===== src/design/pcssd_pkg.sv =====
`timescale 1ns / 1ps
`default_nettype none
// ----------------------------------------------------------------------------
// pcssd_pkg
// Shared types, constants and the segment decoder for the pulse counter
// with its three-digit multiplexed seven-segment display.
// ----------------------------------------------------------------------------
package pcssd_pkg;

  localparam int unsigned CountWidth  = 16;
  localparam int unsigned FrameWidth  = 12;
  localparam int unsigned DigitWidth  = 4;
  localparam int unsigned SegWidth    = 8;
  localparam int unsigned SelectWidth = 3;

  localparam logic [FrameWidth-1:0] WindowReset = 12'd200;
  localparam logic [CountWidth-1:0] CountMax    = 16'hFFFF;
  localparam logic [DigitWidth-1:0] DigitMax    = 4'd9;

  // Select codes, one-hot per digit
  localparam logic [SelectWidth-1:0] SelOnes     = 3'b001;
  localparam logic [SelectWidth-1:0] SelTens     = 3'b010;
  localparam logic [SelectWidth-1:0] SelHundreds = 3'b100;

  typedef logic [DigitWidth-1:0] digit_t;

  typedef struct packed {
    digit_t hundreds;
    digit_t tens;
    digit_t ones;
  } digits_t;

  // Active-low segment code; anything outside 0..9 blanks the digit
  function automatic logic [SegWidth-1:0] seg_of(input digit_t d);
    logic [SegWidth-1:0] code;
    case (d)
      4'd0:    code = 8'hC0;
      4'd1:    code = 8'hF9;
      4'd2:    code = 8'hA4;
      4'd3:    code = 8'hB0;
      4'd4:    code = 8'h99;
      4'd5:    code = 8'h92;
      4'd6:    code = 8'h82;
      4'd7:    code = 8'hD8;
      4'd8:    code = 8'h80;
      4'd9:    code = 8'h90;
      default: code = 8'hFF;
    endcase
    return code;
  endfunction

endpackage
`default_nettype wire


===== src/design/pcssd_counter.sv =====
`timescale 1ns / 1ps
`default_nettype none
// ----------------------------------------------------------------------------
// pcssd_counter
// Falling-edge detector and edge counter. Keeps a binary count for the
// 16-bit wrap and a parallel decimal count of its low three digits.
// ----------------------------------------------------------------------------
module pcssd_counter
  import pcssd_pkg::*;
(
  input  wire logic    clk,
  input  wire logic    rst,
  input  wire logic    accept,
  input  wire logic    pin_level,
  input  wire logic    latch,
  output digits_t      live
);

  logic                  armed;
  logic [CountWidth-1:0] edge_count;
  digits_t               dec_count;
  digits_t               dec_inc;
  logic                  falling;

  assign falling = armed && !pin_level;

  // Decimal increment; the binary wrap to zero also zeroes the digits
  always_comb begin
    dec_inc = dec_count;
    if (edge_count == CountMax) begin
      dec_inc = '0;
    end else if (dec_count.ones != DigitMax) begin
      dec_inc.ones = dec_count.ones + 4'd1;
    end else begin
      dec_inc.ones = '0;
      if (dec_count.tens != DigitMax) begin
        dec_inc.tens = dec_count.tens + 4'd1;
      end else begin
        dec_inc.tens = '0;
        if (dec_count.hundreds != DigitMax) begin
          dec_inc.hundreds = dec_count.hundreds + 4'd1;
        end else begin
          dec_inc.hundreds = '0;
        end
      end
    end
  end

  // Count including this beat's edge, as seen by the window latch
  assign live = falling ? dec_inc : dec_count;

  always_ff @(posedge clk) begin
    if (rst) begin
      armed      <= 1'b0;
      edge_count <= '0;
      dec_count  <= '0;
    end else if (accept) begin
      armed <= pin_level;
      if (latch) begin
        edge_count <= '0;
        dec_count  <= '0;
      end else if (falling) begin
        edge_count <= edge_count + 16'd1;
        dec_count  <= dec_inc;
      end
    end
  end

endmodule
`default_nettype wire


===== src/design/pulse_counter_seven_segment_display_unit.sv =====
`timescale 1ns / 1ps
`default_nettype none
// ----------------------------------------------------------------------------
// pulse_counter_seven_segment_display_unit
// Counts falling edges of a sampled pin over a window of display frames and
// scans the latched three-digit count onto a multiplexed seven-segment display.
// ----------------------------------------------------------------------------
// Output: an accepted input beat's result is in the output register in the
//   cycle after the beat.
// Throughput: one beat per cycle; input stalls only while a result waits
//   untaken, set by the single output register.
// Reset: all counters, digits and outputs clear, window_limit returns to
//   200, and the first result after reset repeats the cleared outputs.
module pulse_counter_seven_segment_display_unit
  import pcssd_pkg::*;
(
  input  wire logic                   clk,
  input  wire logic                   rst,
  input  wire logic                   in_valid,
  output logic                        in_ready,
  input  wire logic                   pin_level,
  output logic                        out_valid,
  input  wire logic                   out_ready,
  output logic [SegWidth-1:0]         segments,
  output logic [SelectWidth-1:0]      digit_select,
  input  wire logic                   cfg_valid,
  output logic                        cfg_ready,
  input  wire logic [FrameWidth-1:0]  window_frames
);

  localparam logic [1:0] PosIdle     = 2'd0;
  localparam logic [1:0] PosOnes     = 2'd1;
  localparam logic [1:0] PosTens     = 2'd2;
  localparam logic [1:0] PosHundreds = 2'd3;

  logic                   accept;
  logic                   hit;
  logic [FrameWidth-1:0]  window_limit;
  logic [FrameWidth-1:0]  frame_count;
  logic [FrameWidth-1:0]  frame_count_next;
  logic [1:0]             scan_pos;
  logic [1:0]             scan_pos_next;
  digits_t                digits;
  digits_t                live;
  digits_t                shown;
  logic [SegWidth-1:0]    segments_next;
  logic [SelectWidth-1:0] select_next;

  assign in_ready  = !out_valid || out_ready;
  assign accept    = in_valid && in_ready;
  assign cfg_ready = 1'b1;

  assign hit   = frame_count >= window_limit;
  assign shown = hit ? live : digits;

  pcssd_counter u_counter (
    .clk       (clk),
    .rst       (rst),
    .accept    (accept),
    .pin_level (pin_level),
    .latch     (hit),
    .live      (live)
  );

  always_comb begin
    segments_next    = segments;
    select_next      = digit_select;
    frame_count_next = hit ? '0 : frame_count;
    scan_pos_next    = PosOnes;
    unique case (scan_pos)
      PosIdle: begin
        scan_pos_next = PosOnes;
      end
      PosOnes: begin
        segments_next    = seg_of(shown.ones);
        select_next      = SelOnes;
        frame_count_next = frame_count_next + 12'd1;
        scan_pos_next    = PosTens;
      end
      PosTens: begin
        segments_next = seg_of(shown.tens);
        select_next   = SelTens;
        scan_pos_next = PosHundreds;
      end
      PosHundreds: begin
        segments_next = seg_of(shown.hundreds);
        select_next   = SelHundreds;
        scan_pos_next = PosOnes;
      end
      default: begin
        scan_pos_next = PosOnes;
      end
    endcase
  end

  always_ff @(posedge clk) begin
    if (rst) begin
      window_limit <= WindowReset;
    end else if (cfg_valid && cfg_ready) begin
      window_limit <= window_frames;
    end
  end

  always_ff @(posedge clk) begin
    if (rst) begin
      frame_count  <= '0;
      scan_pos     <= PosIdle;
      digits       <= '0;
      segments     <= '0;
      digit_select <= '0;
      out_valid    <= 1'b0;
    end else begin
      if (accept) begin
        frame_count  <= frame_count_next;
        scan_pos     <= scan_pos_next;
        segments     <= segments_next;
        digit_select <= select_next;
        if (hit) begin
          digits <= live;
        end
        out_valid <= 1'b1;
      end else if (out_ready) begin
        // drop the beat once taken
        out_valid <= 1'b0;
      end
    end
  end

endmodule
`default_nettype wire


===== config.mk =====
export PLATFORM = sky130hd
export DESIGN_NAME = pulse_counter_seven_segment_display_unit
export DESIGN_NICKNAME = d
export VERILOG_FILES = /design/src/design/pcssd_pkg.sv /design/src/design/pcssd_counter.sv /design/src/design/pulse_counter_seven_segment_display_unit.sv
export SDC_FILE = /design/constraint.sdc
export NUM_CORES = 1
export LEC_CHECK = 0
export BUFFER_PORTS_ARGS = -buffer_cell sky130_fd_sc_hd__buf_2
export CAP_MARGIN = 20
export CELL_PAD_IN_SITES_DETAIL_PLACEMENT = 1
export CELL_PAD_IN_SITES_GLOBAL_PLACEMENT = 1
export CORE_ASPECT_RATIO = 1.2
export CORE_UTILIZATION = 35
export CTS_CLUSTER_DIAMETER = 50
export DETAILED_ROUTE_END_ITERATION = 8
export PLACE_DENSITY_LB_ADDON = 0.1
export SYNTH_ARGS = -nofsm -noshare
export SYNTH_HDL_FRONTEND = slang
export SYNTH_HIERARCHICAL = 1
export SYNTH_SLANG_ARGS = --single-unit

===== constraint.sdc =====
create_clock -name clk -period 4.24 [get_ports clk]
set_input_delay 0.424 -clock clk [delete_from_list [all_inputs] [get_ports clk]]
set_output_delay 0.424 -clock clk [all_outputs]
set_load 0.05 [all_outputs]

==> flow_metrics.py <==
metrics = {
    "yosys": {
        "synth_edf_count": 0,
        "avgSynthCellArea_sq_um": 7.835,
        "synth_nets": 741,
        "synth_top_flop_cell": "dfxtp_1",
        "ys_seq_area_frac": 0.2955,
        "synthesis.area_sq_um": 5351,
        "yosysWarningCount": 6,
        "synthCells": 683,
        "yosysUniqueCellTypes": 76,
        "async_flop_share": 0,
        "synth_seq_cells": 79,
    },
    "layout": {
        "layout.nets": 757,
        "final_common_cell": "dfxtp_1",
        "seq_area_sq_um": 1582,
        "multiInputGateArea_sq_um": 3406,
        "nFillCells": 1863,
        "layout_common_cells": "dfxtp_1 (79), nand2_1 (78), nor2_1 (65)",
        "drive_gt1_frac": 0.1151,
        "area_growth_pct": 11.11,
        "antenna_cells": 0,
        "final_util": 0.3975,
    },
    "setup_path": {
        "cp_max_fo": 17,
        "ff2ff_setup_slack_ns": 0.79,
        "critPathArrivalTime_ns": 3.66,
        "required_ns": 4.46,
        "r2r_cells": 14,
        "crit_family": "compound AO/OA/AOI/OAI gates",
        "crit_type": "register to register",
        "worstReg2RegStart": "frame_count[0]",
        "crit_buf_inv": 3,
        "start_kind": "register",
        "r2r-end": "segments[0]",
        "cp_slowest_cell": "a2111oi_4",
        "slowest_delay_ns": 0.46,
        "path_cells": "inv_1 -> ha_1 -> nand2b_1 -> a2111oi_4 -> o41ai_4 -> nor2_2 -> inv_2 -> mux2i_1 -> inv_1 -> ha_1 -> mux2_2 -> o311a_1 -> o21ai_0 -> a41oi_1",
        "end_kind": "register",
    },
    "power_and_ir_drop": {
        "switching_share": 0.2622,
        "power_density_nw_per_um2": 288.5,
        "p_leak_nw": 2.424,
        "seq_power_share": 0.449,
        "internal_power_w": 0.001265,
        "clkPwrFrac": 0.459,
        "combPwrFrac": 0.092,
        "netSwitchingPower_w": 0.0004498,
        "irDropWorstVdd_v": 0.0001303,
    },
    "global_routing": {
        "grt_pass1_wl_mm": 25.99,
        "overflow": 0,
        "antenna_found_initial": 0,
        "grt_max_degree": 33,
        "track_usage": 0.2099,
        "grt_pass1_vias": 5071,
    },
    "die": {
        "ios": 32,
        "die_width_microns": 114.9,
        "initial_core_util": 0.3577,
        "die_h_microns": 137.5,
        "dieArea_sq_um": 15790,
        "rows": 49,
        "core_area_sq_um": 14960,
    },
    "sta": {
        "period_share": 0.8129,
        "final_hold_viol_count": 0,
        "finalMaxSlewViolations": 0,
        "fin_crit_ns": 3.447,
        "slew_headroom": 0.2990,
        "max_freq_mhz": 290.1,
        "worst_pin_slew_ns": 1.048,
        "clock_skew_ns": 0.005891,
        "setup_viol": 0,
        "fin_setup_tns_ns": 0,
        "rsz0062_at_grt": "no",
    },
    "placed_design": {
        "portBuffers": 30,
        "gp_congestion": 0.8089,
        "dpl.hpwl_mm": 11.41,
    },
    "drt": {
        "drt_iter0_drc": 207,
        "drtPass1Iterations": 4,
        "vias_per_cell": 5.411,
        "drt_wl_total_mm": 15.34,
        "ant_nets": 0,
        "route.detailed.wl_per_inst_microns": 16.90,
        "drcViolationCount": 0,
        "vias": 4913,
    },
    "clock_network": {
        "cts.path.max_buffers": 2,
        "clock_latency_ns": 0.35,
        "cts_tree": "built",
        "clkSinkCount": 79,
        "htree_num_levels": 3,
        "cts_resized": 0,
        "cts_hold_buf": 0,
        "path_clk_slew_ns": 0.06,
        "clock-root-buffer": "clkbuf_16",
        "cts_setup_buffers": 0,
        "cts_buffers": 9,
    },
    "min_path": {
        "min_from": "window_frames[7]",
        "min_path_cells": 3,
        "holdCritPathClass": "primary input to register",
        "min_to": "window_limit[7]",
    },
    "status": {
        "status": "completed",
    },
    "flow_run": {
        "maxCapViolCount": 0,
    },
}
-- cells by family (layout without fill, tap and decap cells) --
family	count (synthesis)	in the layout	share of synthesized area
AOI/OAI and AO/OA	164	164	0.1985
xor gates and xnor gates	24	24	0.03928
adders and majority gates	40	40	0.09352
buffers and inverters	83	104	0.06804
DFF	79	79	0.2955
muxes	23	23	0.04325
other	1	1	0.0007008
and+or+nand+nor	269	269	0.2612
-- metrics by stage --
stage	cell area (sq um)	std cells	worst slack [ns]	hold WS [ns]	total power (W)
global placement	5655	892	0.9502	0.4392	0.0009431
detailed placement	5655	892	0.7813	0.4461	0.0009476
finish	5946	908	0.7933	0.2978	0.001715
floorplan	5351	683	0.9173	0.4448	0.0009031
global route	5946	908	0.4435	0.3006	0.001794
CTS	5946	908	0.7614	0.2904	0.001744
-- how the worst max path moves through the flow --
stage,startpoint,end,depth (start not counted)
floorplan,window_limit[9],segments[3],14
global placement,frame_count[0],frame_count[10],15
detailed placement,frame_count[0],frame_count[10],15
CTS,frame_count[0],frame_count[10],15
global route,frame_count[0],frame_count[6],15
finish,frame_count[0],segments[0],14
-- state kept, by name, indices dropped and copies added, names as in the netlist --
register              flops
u_counter/dec_count      12
segments                  8
out_valid                 1
scan_pos                  2
u_counter/armed           1
u_counter/edge_count     16
frame_count              12
window_limit             12
digits                   12
digit_select              3
-- final cells by class --
cell class / instances / share of cell area
sequential: 79 / 0.2660
clock buffer: 11 / 0.03914
timing repair buffer: 42 / 0.04040
clock inverter: 5 / 0.009680
inverter: 46 / 0.02904
tap: 204 / 0.04293
multi-input combinational: 521 / 0.5728
-- tightest hold or removal path: stages --
cell	delay (ns)
buf_2	0.07
nand2_1	0.04
o211ai_1	0.07
-- per-layer routing --
layer  track usage  vias to the layer above  part of all wire
met5             0                        -                 0
met4       0.07431                        0             0.017
met3       0.02552                       16             0.022
met2        0.3624                       56              0.48
met1        0.2678                     2394              0.48
li1              -                     2447                 -
-- power by group through the flow --
stage | clock (W) | combinational, W | sequential (W)
after floorplan | 0 | 0.0000909 | 0.000812
after global routing | 0.000846 | 0.000176 | 0.000772
after global placement | 0 | 0.000157 | 0.000786
after CTS | 0.000813 | 0.000161 | 0.000770
after detailed placement | 0 | 0.000160 | 0.000787
final | 0.000787 | 0.000158 | 0.000770
-- cell usage after synthesis (all sizes together) (17+ instances only) --
master,n,area [sq um]
mux2i,22,220.2
nand2,78,292.8
buf,17,112.6
dfxtp,79,1582
inv,46,172.7
nand3,26,130.1
ha,40,500.5
nor2,66,250.2
clkbuf,20,78.83
nor3,21,105.1
a21oi,55,275.3
o21ai,44,220.2
Note: power is estimated with default switching activity, not from simulation.
